**config.mk**
```make
export PLATFORM = sky130hd
export DESIGN_NAME = bitmap_allocator_with_free_cache
export DESIGN_NICKNAME = d
export VERILOG_FILES = /design/src/bmalloc_pkg.sv /design/src/bmalloc_dpath.sv /design/src/bmalloc_ctrl.sv /design/src/bitmap_allocator_with_free_cache.sv
export SDC_FILE = /design/constraint.sdc
export NUM_CORES = 2
export LEC_CHECK = 0
export BUFFER_PORTS_ARGS = -buffer_cell sky130_fd_sc_hd__buf_4
export CORE_MARGIN = 2
export CORE_UTILIZATION = 61
export DETAILED_ROUTE_END_ITERATION = 8
export MAX_ROUTING_LAYER = met4
export PLACE_DENSITY = 0.77
export SETUP_SLACK_MARGIN = 0.2
export SLEW_MARGIN = 20
export SYNTH_ARGS = -nofsm -noshare
export SYNTH_HDL_FRONTEND = slang
export SYNTH_SLANG_ARGS = --single-unit
```
**constraint.sdc**
```tcl
create_clock -name clk -period 6.05 [get_ports clk]
set_input_delay 1.21 -clock clk [delete_from_list [all_inputs] [get_ports clk]]
set_output_delay 1.21 -clock clk [all_outputs]
set_load 0.02 [all_outputs]
```
**src/bmalloc_pkg.sv**
```systemverilog
// Shared types and constants for the bitmap allocator with free-index cache.
package bmalloc_pkg;

	localparam int MAP_WORDS_DEF   = 32;
	localparam int CACHE_SLOTS_DEF = 8;

	localparam int WORD_BITS  = 32;
	localparam int ENTRY_W    = 10;
	localparam int WORDS_W    = 6;
	localparam int SLOTS_W    = 4;
	localparam int CFG_DATA_W = 6;

	localparam logic [WORDS_W-1:0] WORDS_RESET = 6'd32;
	localparam logic [SLOTS_W-1:0] SLOTS_RESET = 4'd8;
	localparam logic [31:0]        ALL_USED    = 32'hFFFF_FFFF;

	// configuration register indexes
	localparam logic CFG_WORDS = 1'b0;
	localparam logic CFG_SLOTS = 1'b1;

	typedef enum logic [1:0] {
		OP_ALLOC = 2'd0,
		OP_FREE  = 2'd1,
		OP_FIND  = 2'd2,
		OP_CLEAR = 2'd3
	} op_t;

	typedef enum logic [1:0] {
		STS_OK      = 2'd0,
		STS_NO_FREE = 2'd1,
		STS_RANGE   = 2'd2
	} result_t;

	typedef enum logic [2:0] {
		RES_KEEP,
		RES_OK_ZERO,
		RES_NO_FREE,
		RES_RANGE,
		RES_FOUND
	} res_sel_t;

	typedef enum logic [3:0] {
		ST_IDLE,
		ST_TAKE,
		ST_SET_RD,
		ST_SET_WR,
		ST_REFILL_RD,
		ST_REFILL_LD,
		ST_REFILL_SCAN,
		ST_FREE_RD,
		ST_FREE_WR,
		ST_FIND_RD,
		ST_FIND_CHK,
		ST_DONE
	} state_t;

	typedef struct packed {
		logic     capture;
		logic     take;
		logic     flag_clr;
		logic     flag_set;
		logic     scan_init;
		logic     word_inc;
		logic     mem_rd;
		logic     wr_set;
		logic     wr_clr;
		logic     work_load;
		logic     fill;
		logic     clear_all;
		logic     out_load;
		res_sel_t res;
	} dp_cmd_t;

	typedef struct packed {
		logic hit;
		logic flag;
		logic word_in_map;
		logic scan_more;
		logic room;
		logic work_full;
		logic word_full;
		logic out_free;
	} dp_sts_t;

endpackage

```
**src/bmalloc_dpath.sv**
```systemverilog
// Datapath: bitmap memory, free-index cache, scan registers, config and result registers.
module bmalloc_dpath import bmalloc_pkg::*; #(
	parameter int MAP_WORDS   = MAP_WORDS_DEF,
	parameter int CACHE_SLOTS = CACHE_SLOTS_DEF
) (
	input  logic                  clk,
	input  logic                  arst_n,
	input  logic                  cfg_valid,
	input  logic                  cfg_index,
	input  logic [CFG_DATA_W-1:0] cfg_data,
	input  logic [ENTRY_W-1:0]    in_index,
	input  dp_cmd_t               cmd,
	output dp_sts_t               sts,
	output logic                  m_tvalid,
	input  logic                  m_tready,
	output logic [15:0]           m_tdata
);

	localparam int MAP_DEPTH = (MAP_WORDS < WORD_BITS) ? MAP_WORDS : WORD_BITS;
	localparam int AW        = (MAP_DEPTH > 1) ? $clog2(MAP_DEPTH) : 1;
	localparam int SW        = (CACHE_SLOTS > 1) ? $clog2(CACHE_SLOTS) : 1;
	localparam int CNT_W     = $clog2(CACHE_SLOTS + 1);
	localparam int CW        = (CNT_W > SLOTS_W) ? CNT_W : SLOTS_W;

	function automatic logic [4:0] low_zero(input logic [31:0] w);
		logic [4:0] r;
		r = '0;
		for (int i = WORD_BITS - 1; i >= 0; i--) begin
			if (!w[i]) r = 5'(i);
		end
		return r;
	endfunction

	logic [WORDS_W-1:0]   words_q;
	logic [SLOTS_W-1:0]   slots_q;
	logic [WORDS_W-1:0]   nw;
	logic [CW-1:0]        ns;

	logic [31:0]          mem [MAP_DEPTH];
	logic [MAP_DEPTH-1:0] word_vld_q;
	logic [31:0]          rd_data_q;
	logic                 rd_vld_q;
	logic [31:0]          rd_word;
	logic [31:0]          bit_mask;

	logic [CACHE_SLOTS-1:0] slot_vld_q;
	logic [ENTRY_W-1:0]     slot_idx_q [CACHE_SLOTS];
	logic                   hit;
	logic [SW-1:0]          hit_slot;
	logic                   flag_q;

	logic [WORDS_W-1:0]   word_q;
	logic [4:0]           bit_q;
	logic [CW-1:0]        filled_q;
	logic [31:0]          work_q;
	logic [4:0]           work_bit;

	logic [ENTRY_W-1:0]   res_entry_q;
	result_t              res_status_q;
	logic                 out_valid_q;
	logic [ENTRY_W-1:0]   out_entry_q;
	result_t              out_status_q;

	logic [AW-1:0]        addr;

	assign addr = word_q[AW-1:0];

	always_comb begin
		nw = (words_q > WORDS_W'(MAP_DEPTH)) ? WORDS_W'(MAP_DEPTH) : words_q;
		ns = (CW'(slots_q) > CW'(CACHE_SLOTS)) ? CW'(CACHE_SLOTS) : CW'(slots_q);
	end

	// lowest valid slot among those in use
	always_comb begin
		hit      = 1'b0;
		hit_slot = '0;
		for (int i = CACHE_SLOTS - 1; i >= 0; i--) begin
			if (slot_vld_q[i] && (CW'(i) < ns)) begin
				hit      = 1'b1;
				hit_slot = SW'(i);
			end
		end
	end

	// a word never written since clear reads as all free
	assign rd_word  = rd_vld_q ? rd_data_q : '0;
	assign bit_mask = 32'd1 << bit_q;
	assign work_bit = low_zero(work_q);

	always_comb begin
		sts.hit         = hit;
		sts.flag        = flag_q;
		sts.word_in_map = word_q < WORDS_W'(MAP_DEPTH);
		sts.scan_more   = word_q < nw;
		sts.room        = filled_q < ns;
		sts.work_full   = work_q == ALL_USED;
		sts.word_full   = rd_word == ALL_USED;
		sts.out_free    = !out_valid_q || m_tready;
	end

	always_ff @(posedge clk or negedge arst_n) begin
		if (!arst_n) begin
			words_q     <= WORDS_RESET;
			slots_q     <= SLOTS_RESET;
			word_vld_q  <= '0;
			rd_vld_q    <= 1'b0;
			slot_vld_q  <= '0;
			flag_q      <= 1'b0;
			word_q      <= '0;
			bit_q       <= '0;
			filled_q    <= '0;
			out_valid_q <= 1'b0;
		end else begin
			if (cfg_valid) begin
				if (cfg_index == CFG_WORDS) words_q <= cfg_data;
				else                        slots_q <= cfg_data[SLOTS_W-1:0];
			end
			if (cmd.capture) begin
				word_q <= {1'b0, in_index[9:5]};
				bit_q  <= in_index[4:0];
			end
			if (cmd.take) begin
				word_q               <= {1'b0, slot_idx_q[hit_slot][9:5]};
				bit_q                <= slot_idx_q[hit_slot][4:0];
				slot_vld_q[hit_slot] <= 1'b0;
			end
			if (cmd.flag_clr) flag_q <= 1'b0;
			if (cmd.flag_set) flag_q <= 1'b1;
			if (cmd.scan_init) begin
				word_q   <= '0;
				filled_q <= '0;
			end
			if (cmd.word_inc) word_q <= word_q + 1'b1;
			if (cmd.mem_rd) rd_vld_q <= word_vld_q[addr];
			if (cmd.wr_set || cmd.wr_clr) word_vld_q[addr] <= 1'b1;
			if (cmd.fill) begin
				slot_vld_q[filled_q[SW-1:0]] <= 1'b1;
				filled_q                     <= filled_q + 1'b1;
			end
			if (cmd.clear_all) begin
				slot_vld_q <= '0;
				word_vld_q <= '0;
				flag_q     <= 1'b0;
			end
			if (cmd.out_load)  out_valid_q <= 1'b1;
			else if (m_tready) out_valid_q <= 1'b0;
		end
	end

	always_ff @(posedge clk) begin
		if (cmd.mem_rd) rd_data_q <= mem[addr];
		if (cmd.wr_set) mem[addr] <= rd_word | bit_mask;
		if (cmd.wr_clr) mem[addr] <= rd_word & ~bit_mask;
	end

	always_ff @(posedge clk) begin
		if (cmd.work_load) work_q <= rd_word;
		if (cmd.fill) begin
			slot_idx_q[filled_q[SW-1:0]] <= {word_q[4:0], work_bit};
			work_q                       <= work_q | (32'd1 << work_bit);
		end
		if (cmd.take) begin
			res_entry_q  <= slot_idx_q[hit_slot];
			res_status_q <= STS_OK;
		end
		case (cmd.res)
			RES_OK_ZERO: begin
				res_entry_q  <= '0;
				res_status_q <= STS_OK;
			end
			RES_NO_FREE: begin
				res_entry_q  <= '0;
				res_status_q <= STS_NO_FREE;
			end
			RES_RANGE: begin
				res_entry_q  <= '0;
				res_status_q <= STS_RANGE;
			end
			RES_FOUND: begin
				res_entry_q  <= {word_q[4:0], low_zero(rd_word)};
				res_status_q <= STS_OK;
			end
			default: ;
		endcase
		if (cmd.out_load) begin
			out_entry_q  <= res_entry_q;
			out_status_q <= res_status_q;
		end
	end

	assign m_tvalid = out_valid_q;
	assign m_tdata  = {4'b0, out_status_q, out_entry_q};

	a_wr_after_rd: assert property (@(posedge clk) disable iff (!arst_n)
		(cmd.wr_set || cmd.wr_clr) |-> $past(cmd.mem_rd) && sts.word_in_map)
		else $error("bitmap write without a preceding read of the same word");

	a_fill_room: assert property (@(posedge clk) disable iff (!arst_n)
		cmd.fill |-> sts.room)
		else $error("cache fill beyond the slots in use");

	a_clear_empties: assert property (@(posedge clk) disable iff (!arst_n)
		cmd.clear_all |=> (slot_vld_q == '0) && (word_vld_q == '0) && !flag_q)
		else $error("clear left cache or bitmap state behind");

endmodule

```
**src/bmalloc_ctrl.sv**
```systemverilog
// Controller: sequences allocate, refill, free, find and clear over the datapath.
module bmalloc_ctrl import bmalloc_pkg::*; (
	input  logic    clk,
	input  logic    arst_n,
	input  logic    s_tvalid,
	output logic    s_tready,
	input  op_t     op,
	input  dp_sts_t sts,
	output dp_cmd_t cmd
);

	state_t state_q, state_d;
	logic   second_q, second_d;
	logic   accept;

	assign accept = s_tvalid && s_tready;

	always_ff @(posedge clk or negedge arst_n) begin
		if (!arst_n) begin
			state_q  <= ST_IDLE;
			second_q <= 1'b0;
		end else begin
			state_q  <= state_d;
			second_q <= second_d;
		end
	end

	always_comb begin
		state_d  = state_q;
		second_d = second_q;
		cmd      = '0;
		s_tready = 1'b0;
		case (state_q)
			ST_IDLE: begin
				s_tready = 1'b1;
				if (s_tvalid) begin
					second_d = 1'b0;
					case (op)
						OP_ALLOC: state_d = ST_TAKE;
						OP_FREE: begin
							cmd.capture = 1'b1;
							state_d     = ST_FREE_RD;
						end
						OP_FIND: begin
							cmd.scan_init = 1'b1;
							state_d       = ST_FIND_RD;
						end
						default: begin
							cmd.clear_all = 1'b1;
							cmd.res       = RES_OK_ZERO;
							state_d       = ST_DONE;
						end
					endcase
				end
			end
			ST_TAKE: begin
				if (sts.hit) begin
					cmd.take     = 1'b1;
					cmd.flag_clr = 1'b1;
					state_d      = ST_SET_RD;
				end else if (second_q || sts.flag) begin
					cmd.flag_clr = 1'b1;
					cmd.res      = RES_NO_FREE;
					state_d      = ST_DONE;
				end else begin
					cmd.scan_init = 1'b1;
					second_d      = 1'b1;
					state_d       = ST_REFILL_RD;
				end
			end
			ST_SET_RD: begin
				// a stale slot may point past the bitmap: hand it out untouched
				if (sts.word_in_map) begin
					cmd.mem_rd = 1'b1;
					state_d    = ST_SET_WR;
				end else begin
					state_d = ST_DONE;
				end
			end
			ST_SET_WR: begin
				cmd.wr_set = 1'b1;
				state_d    = ST_DONE;
			end
			ST_REFILL_RD: begin
				if (sts.scan_more && sts.room) begin
					cmd.mem_rd = 1'b1;
					state_d    = ST_REFILL_LD;
				end else begin
					cmd.flag_set = 1'b1;
					state_d      = ST_TAKE;
				end
			end
			ST_REFILL_LD: begin
				cmd.work_load = 1'b1;
				state_d       = ST_REFILL_SCAN;
			end
			ST_REFILL_SCAN: begin
				if (!sts.room) begin
					cmd.flag_set = 1'b1;
					state_d      = ST_TAKE;
				end else if (sts.work_full) begin
					cmd.word_inc = 1'b1;
					state_d      = ST_REFILL_RD;
				end else begin
					cmd.fill = 1'b1;
				end
			end
			ST_FREE_RD: begin
				if (sts.scan_more) begin
					cmd.mem_rd = 1'b1;
					state_d    = ST_FREE_WR;
				end else begin
					cmd.res = RES_RANGE;
					state_d = ST_DONE;
				end
			end
			ST_FREE_WR: begin
				cmd.wr_clr = 1'b1;
				cmd.res    = RES_OK_ZERO;
				state_d    = ST_DONE;
			end
			ST_FIND_RD: begin
				if (sts.scan_more) begin
					cmd.mem_rd = 1'b1;
					state_d    = ST_FIND_CHK;
				end else begin
					cmd.res = RES_NO_FREE;
					state_d = ST_DONE;
				end
			end
			ST_FIND_CHK: begin
				if (!sts.word_full) begin
					cmd.res = RES_FOUND;
					state_d = ST_DONE;
				end else begin
					cmd.word_inc = 1'b1;
					state_d      = ST_FIND_RD;
				end
			end
			ST_DONE: begin
				if (sts.out_free) begin
					cmd.out_load = 1'b1;
					state_d      = ST_IDLE;
				end
			end
			default: state_d = ST_IDLE;
		endcase
	end

	a_accept_leaves_idle: assert property (@(posedge clk) disable iff (!arst_n)
		accept |=> state_q != ST_IDLE)
		else $error("item accepted but controller stayed idle");

	a_done_holds: assert property (@(posedge clk) disable iff (!arst_n)
		(state_q == ST_DONE && !sts.out_free) |=> state_q == ST_DONE)
		else $error("result dropped while output register busy");

	a_one_refill: assert property (@(posedge clk) disable iff (!arst_n)
		(state_q == ST_TAKE && second_q) |-> !cmd.scan_init)
		else $error("second refill started for one allocate");

endmodule

```
**src/bitmap_allocator_with_free_cache.sv**
```systemverilog
// Top level: bitmap allocator with free-index cache.
//
//  channel  dir  handshake              payload
//  s_*      in   s_tvalid / s_tready    s_tdata: opcode[1:0], index[11:2]
//  m_*      out  m_tvalid / m_tready    m_tdata: entry[9:0], status[11:10]
//  cfg_*    in   cfg_valid / cfg_ready  cfg_index (0 words, 1 slots), cfg_data
//
// One item is in flight at a time; the result sits in an output register so the
// next item is taken while it waits. Find reads the bitmap word by word until one
// has a free bit. A refill reads each word it visits through the single bitmap
// memory port and fills one slot per cycle until it runs out of words or slots.
// Reset empties the bitmap (per-word valid bits) and the cache at once.
// A stalled output holds the controller in its final state; nothing is dropped.
module bitmap_allocator_with_free_cache import bmalloc_pkg::*; #(
	parameter int MAP_WORDS   = MAP_WORDS_DEF,
	parameter int CACHE_SLOTS = CACHE_SLOTS_DEF
) (
	input  logic                  clk,
	input  logic                  arst_n,
	input  logic                  s_tvalid,
	output logic                  s_tready,
	input  logic [15:0]           s_tdata,   // opcode[1:0], index[11:2], zero pad
	output logic                  m_tvalid,
	input  logic                  m_tready,
	output logic [15:0]           m_tdata,   // entry[9:0], status[11:10], zero pad
	input  logic                  cfg_valid,
	output logic                  cfg_ready,
	input  logic                  cfg_index,
	input  logic [CFG_DATA_W-1:0] cfg_data
);

	dp_cmd_t cmd;
	dp_sts_t sts;

	assign cfg_ready = 1'b1;

	bmalloc_ctrl u_ctrl (
		.clk      (clk),
		.arst_n   (arst_n),
		.s_tvalid (s_tvalid),
		.s_tready (s_tready),
		.op       (op_t'(s_tdata[1:0])),
		.sts      (sts),
		.cmd      (cmd)
	);

	bmalloc_dpath #(
		.MAP_WORDS   (MAP_WORDS),
		.CACHE_SLOTS (CACHE_SLOTS)
	) u_dpath (
		.clk       (clk),
		.arst_n    (arst_n),
		.cfg_valid (cfg_valid),
		.cfg_index (cfg_index),
		.cfg_data  (cfg_data),
		.in_index  (s_tdata[11:2]),
		.cmd       (cmd),
		.sts       (sts),
		.m_tvalid  (m_tvalid),
		.m_tready  (m_tready),
		.m_tdata   (m_tdata)
	);

endmodule

```
---- Word-level counts from Yosys, hierarchy flattened ----
Memory sizes are Yosys's and may differ from the RTL's. A register that Yosys moved wholly into a read port is not among the register bits.
Index checks and enable logic that the tools add are counted.
storage, ports and cells
  bits in registers ....................... 129
  RAM bits ................................ 1104
  bits of input ports ..................... 28
  output and inout bits ................... 19
  logic and storage cells ................. 295
  memories ................................ 2
operators by class
  $add $sub $neg .......................... 2
  order comparisons ....................... 19
  eq/ne operators ......................... 24
  shifts and indexed selects .............. 2
  multiplexer cells ....................... 182
  bitwise logic cells ..................... 10
  reduce and logical (&&, ||, !) cells .... 37
memories
  name                words  bits a word  read ports  clocked after Yosys merged registers in  write ports  line                 source
  u_dpath.mem         32     32           1           1                                        1            bmalloc_dpath.sv:39  logic [31:0] mem [MAP_DEPTH];
  u_dpath.slot_idx_q  8      10           1           0                                        1            bmalloc_dpath.sv:47  logic [ENTRY_W-1:0] slot_idx_q [CACHE_SLOTS];
operators with widths
  cell                    number
  $mux W5                 66
  $mux W32                6
  $or A32 B32 Y32         3
  $eq A32 B32 Y1 const B  2
  $shl A1 B5 Y32 const A  2
  $mux W1                 58
  $pmux W4 S11            1
  $mux W4                 10
  $mux W3                 12
  $and A32 B32 Y32        1
  $not A32 Y32            1
  $mux W6                 5
  $mux W8                 3
  $pmux W10 S2            1
  $pmux W3 S6             1
  $eq A4 B3 Y1 const B    4
  $eq A4 B4 Y1 const B    4
  $lt A3 B4 Y1 const A    4
  $mux W2                 7
  $logic_and A1 B1 Y1     12
  $pmux W4 S3             1
  $reduce_bool A2 Y1      6
  $mux W10                1
  $and A8 B8 Y8           1
  other kinds (43)        64

---- Logic depth before layout (Yosys ltp) ----
  depth in word-level cells ............... 35
  mapped depth ............................ 12
  mapped depth without buffers ............ 9

---- Cells and area by module ----
From an unflattened synthesis, not the netlist that was laid out.
second synthesis, totals
  cells, all modules ...................... 2760
  area, all modules ....................... 50539.7 µm²
by module, submodules not included
  module                            instances  cells an instance  area an instance (µm²)  seq. area each (µm²)
  bmalloc_dpath                     1          2660               49846.6                 37498.5
  bmalloc_ctrl                      1          98                 681.9                   125.1
  bitmap_allocator_with_free_cache  1          2                  11.3                    0.0

---- Least setup slack after synthesis ----
No wires, ideal clock.
  path type ............................... reg2reg
  start point ............................. reg u_dpath.words_q[5]
  end point ............................... reg u_dpath.rd_vld_q
  library setup time ...................... 127 ps
  arrival ................................. 4583 ps
  data required time ...................... 5923 ps
  slack ................................... 1340 ps
  cell stages (with the launch flop) ...... 10
  buffers on the path ..................... 0
  clock period less this slack ............ 4710 ps
  cells stage by stage .................... dfstp_2 > inv_1 > nand2_1 > ha_1 > o21ai_0 > nand2b_1 > a31oi_2 > a31oi_1 > o32ai_1 > mux2_2
RTL lines
  element                 line                  source
  from (decl)             bmalloc_dpath.sv:34   logic [WORDS_W-1:0] words_q;
  from (signal assigned)  bmalloc_dpath.sv:115  if (cfg_index == CFG_WORDS) words_q <= cfg_data;
  to (signal assigned)    bmalloc_dpath.sv:134  if (cmd.mem_rd) rd_vld_q <= word_vld_q[addr];
  to (decl)               bmalloc_dpath.sv:42   logic rd_vld_q;

---- Final worst setup path ----
  start point ............................. reg u_ctrl.state_q[0]
  end point ............................... mem u_dpath.mem[27][13] (enable)
between the ends
  cells in the longest elaborated chain, start to end .. 5
  elaborated cells between the ends (all ways) .. 9
  classes of those cells .................. eq/ne (2); mux (6); bitwise (1)
ends and longest elaborated chain
  element                                         line                                        source
  from (decl)                                     bmalloc_ctrl.sv:12                          state_t state_q, state_d;
  from (signal assigned)                          bmalloc_ctrl.sv:23                          state_q <= state_d;
  $eq A4 B2 Y1 or $eq A4 B4 Y1 (tied branches)    bmalloc_ctrl.sv:33                          case (state_q)
  $mux W1                                         bmalloc_ctrl.sv:33
  $mux W1, on equally long branches (2 in a row)  bmalloc_dpath.sv:152, bmalloc_dpath.sv:153
  $or A1 B1 Y1 (no line) *                        n/a
  to (decl)                                       bmalloc_dpath.sv:39
Mark *: on every way between the ends. The rest lies on a longest branch, timed or not.

==> results.cfg <==
[synth]
syn_avg_cell_area_um2 = 18.68
synth.largest_area_cell = edfxtp_1
yosysWarnings = 0
synth_xor_area_share_pct = 0.03479
synthCells = 2696
synth_mux_area_share_pct = 13.19
synth_seq_cells = 1265
synth_cell_type_count = 85
yosysTopAreaCellShare_pct = 71.09
synth-simple-area-share_pct = 4.970
syn_area_um2 = 50350
synth_top_family_by_area = multiplexers
yosys-top-cells-area = edfxtp_1 (71%), mux4_2 (12%), dfrtp_1 (3.5%), a22oi_1 (2.0%), nor2_1 (1.2%)
synth_edf_count = 1192
ys.flop_type = edfxtp_1
synth_seq_area_share_pct = 74.72
synth_adder_area_share_pct = 0.3429
synth_compound_area_share_pct = 5.186
async_flop_share_pct = 5.771

[cts]
cts_sinks = 1265
ctsResizeCount = 0
tritoncts = done
cts_root_buf = clkbuf_16
cts_buffer_depth = 3
postCtsSetupBuffers = 0
holdBufCountCts = 0
insertion_delay_ns = 0.71
cts_made_buffers = 120
htree_num_levels = 3
path_clk_slew_ns = 0.06

[power]
peakVddDrop_mv = 0.4411
comb_power_share_pct = 29.5
p_clk_share_pct = 26.0
p_int_mw = 19.14
power_density_nw_per_um2 = 506.5
sw_frac_of_total_pct = 33.15
leakage_nw = 18.39
p_seq_share_pct = 44.5
switchingPower_mw = 9.493

[place]
portBuffers = 37
dpl.hpwl_um = 71790
pre_cts_ws_ns = 2.050
gp_congestion = 0.9158

[route]
vias = 28350
drc = 0
firstDrtPassIters = 6
postRouteAntennaNets = 0
drtIter0Drc = 4590
viasPerCell = 7.152
routed_wl_um = 134600
routedWlPerCell_um = 33.95

[finish]
finalNetCount = 2837
fill_cells = 4872
multiInputGateArea_um2 = 12470
seqCellArea_um2 = 37630
syn2layout_area_growth_pct = 12.28
post-route-util_pct = 69.07
final_layout_size_suffix_gt1_share_pct = 23.41

[die]
fp.coreArea_um2 = 81850
die_h_um = 291.3
die-area_um2 = 84860
ios = 47
start_util_pct = 61.52
die_w_um = 291.3
rows = 105

[grt]
grt_overflow_total = 0
grt_max_degree = 95
track_usage_pct = 33.08
grt_antenna_before_repair = 3
grt_pass1_wl_um = 194500
grt_pass1_vias = 28100

[sta]
drv_slew = 0
clock_skew_ns = 0.03299
layout_setup_ws_ns = 2.119
timing.slew.headroom_pct = 21.53
setup_viol = 0
period_share_pct = 64.98
finalCriticalPeriod_ns = 3.931
worst_pin_slew_ns = 1.174
setup_tns_ns = 0
finalHoldViolations = 0
rsz0062_at_grt = no
fmax_mhz = 254.4

[setup_path]
required_ns = 6.40
r2r_slack_ns = 2.12
ff2ff_path_depth = 6
path_cells = nor2b_1 > a21oi_1 > nor2_1 > nand2_1 > nor2_4 > buf_4
crit_type = register to register
rr_endpoint = u_dpath.mem[27][13]$_DFFE_PP_
critPathLaunchType = register
crit_fanout = 18
crit_path_top_delay_cell = nor2_4
worst_setup_path_end_kind = register
regToRegStartpoint = u_ctrl.state_q[0]$_DFFE_PN0P_
slowest_delay_ns = 1.02
critical_path_arrival_ns = 4.28

[worst_hold_path]
worst_hold_path_type = register to register
hp-start = u_dpath.res_entry_q[7]$_DFFE_PP_
whs_path_depth = 0
whs_endpoint = u_dpath.out_entry_q[7]$_DFFE_PP_

[run]
max_cap_violations = 0

[outcome]
status = completed
-- sequential cells by signal, indices dropped and copies added, names as in the netlist, 5 cells and up --
| signal | count |
|---|---|
| u_dpath.bit_q | 5 |
| u_dpath.mem | 1024 |
| u_dpath.out_entry_q | 10 |
| u_dpath.rd_data_q | 32 |
| u_dpath.res_entry_q | 10 |
| u_dpath.slot_idx_q | 80 |
| u_dpath.slot_vld_q | 8 |
| u_dpath.word_q | 6 |
| u_dpath.word_vld_q | 32 |
| u_dpath.words_q | 6 |
| u_dpath.work_q | 32 |
-- worst max-delay path, delay by kind of cell, from the launching register on --
kind                   cells  cell delay, ns
AOI/OAI and AO/OA          1            0.11
buffers and inverters      1            0.51
DFF                        1            0.68
and+or+nand+nor            4            2.23
-- worst max path at each step --
stage / start / slack (ns) / to
6_report: u_ctrl.state_q[0]$_DFFE_PN0P_ / 2.12 / u_dpath.mem[27][13]$_DFFE_PP_
5_1_grt: u_ctrl.state_q[0]$_DFFE_PN0P_ / 2.01 / u_dpath.mem[27][13]$_DFFE_PP_
4_1_cts: u_dpath.word_q[1]$_DFFE_PN0P_ / 2.02 / u_dpath.mem[23][25]$_DFFE_PP_
3_5_place_dp: u_dpath.word_q[1]$_DFFE_PN0P_ / 2.05 / u_dpath.mem[23][24]$_DFFE_PP_
3_3_place_gp: u_dpath.word_q[1]$_DFFE_PN0P_ / 2.18 / u_dpath.mem[23][25]$_DFFE_PP_
2_1_floorplan: u_dpath.words_q[5]$_DFFE_PN1P_ / 1.34 / u_dpath.rd_vld_q$_DFFE_PN0P_
-- logic make-up after synthesis --
| logic type | after synthesis |
|---|---|
| compound gates | 376 |
| xor+xnor | 2 |
| fa+ha+maj | 14 |
| buf+inv | 184 |
| flops | 1265 |
| mux | 332 |
| other cells | 2 |
| simple gates | 521 |
-- cell usage in the layout, fill, tap and decap left out, types with 16 or more instances in the layout --
cell | Yosys | routed
clkinv_1 | 1 | 26
a22oi_1 | 133 | 133
dfrtp_1 | 71 | 68
nor3_1 | 23 | 21
clkbuf_1 | 93 | 26
nand4_1 | 46 | 46
edfxtp_1 | 1192 | 1192
clkbuf_16 | 0 | 120
inv_1 | 29 | 29
nor2_1 | 155 | 122
buf_4 | 5 | 120
mux2i_1 | 57 | 41
nand3_1 | 60 | 60
o21ai_1 | 10 | 17
clkinv_2 | 0 | 16
mux4_2 | 264 | 264
o21ai_0 | 76 | 62
nand2b_1 | 17 | 16
a21oi_1 | 34 | 32
nand2_1 | 141 | 141
nor2_4 | 0 | 33
o22ai_1 | 28 | 27
-- power by group through the flow --
stage	clock [mW]	sequential, mW	combinational (mW)
floorplan	0	12.4	5.67
global placement	0	12.8	7.76
detailed placement	0	12.9	8.06
CTS	7.48	12.8	8.21
global route	7.81	12.8	8.96
finish	7.46	12.7	8.44
-- Yosys cell counts, drive strengths merged (13+ instances only) --
library cell	number
nor3	25
o21ai	87
a31oi	13
nand2b	17
o211ai	14
mux2i	57
nor2	155
ha	13
nand4	46
edfxtp	1192
mux4	264
nand3	60
a21oi	35
clkbuf	93
o22ai	29
inv	29
a22oi	133
dfrtp	71
nand2	142
buf	61
-- stage by stage --
step / std cells / area (um^2) / hold slack [ns] / total power [mW]
after global routing: 3964 / 56530 / 0.4296 / 29.55
after detailed placement: 3737 / 52410 / 0.4072 / 20.98
final: 3964 / 56530 / 0.4228 / 28.63
after CTS: 3955 / 56260 / 0.4225 / 28.44
after global placement: 3736 / 52390 / 0.4079 / 20.61
after floorplan: 2699 / 50360 / 0.4003 / 18.08
-- cell type report --
cell class                      count  share of cell area (%)
Antenna cell                        2                0.008853
Clock buffer                      146                   5.484
Clock inverter                     72                   1.330
Inverter                           30                  0.1992
Multi-Input combinational cell   1250                   22.05
Sequential cell                  1265                   66.57
Tap cell                         1070                   2.368
Timing Repair Buffer              129                   1.990
-- metal layers --
metal | GRT usage (%) | share of wire, % | vias to the layer above
li1 | - | - | 11250
met2 | 50.79 | 48 | 2283
met1 | 44.61 | 36 | 14460
met5 | - | 0 | -
met4 | 11.59 | 3.6 | 0
met3 | 7.200 | 13 | 358
Note: power is estimated with default switching activity, not from simulation.
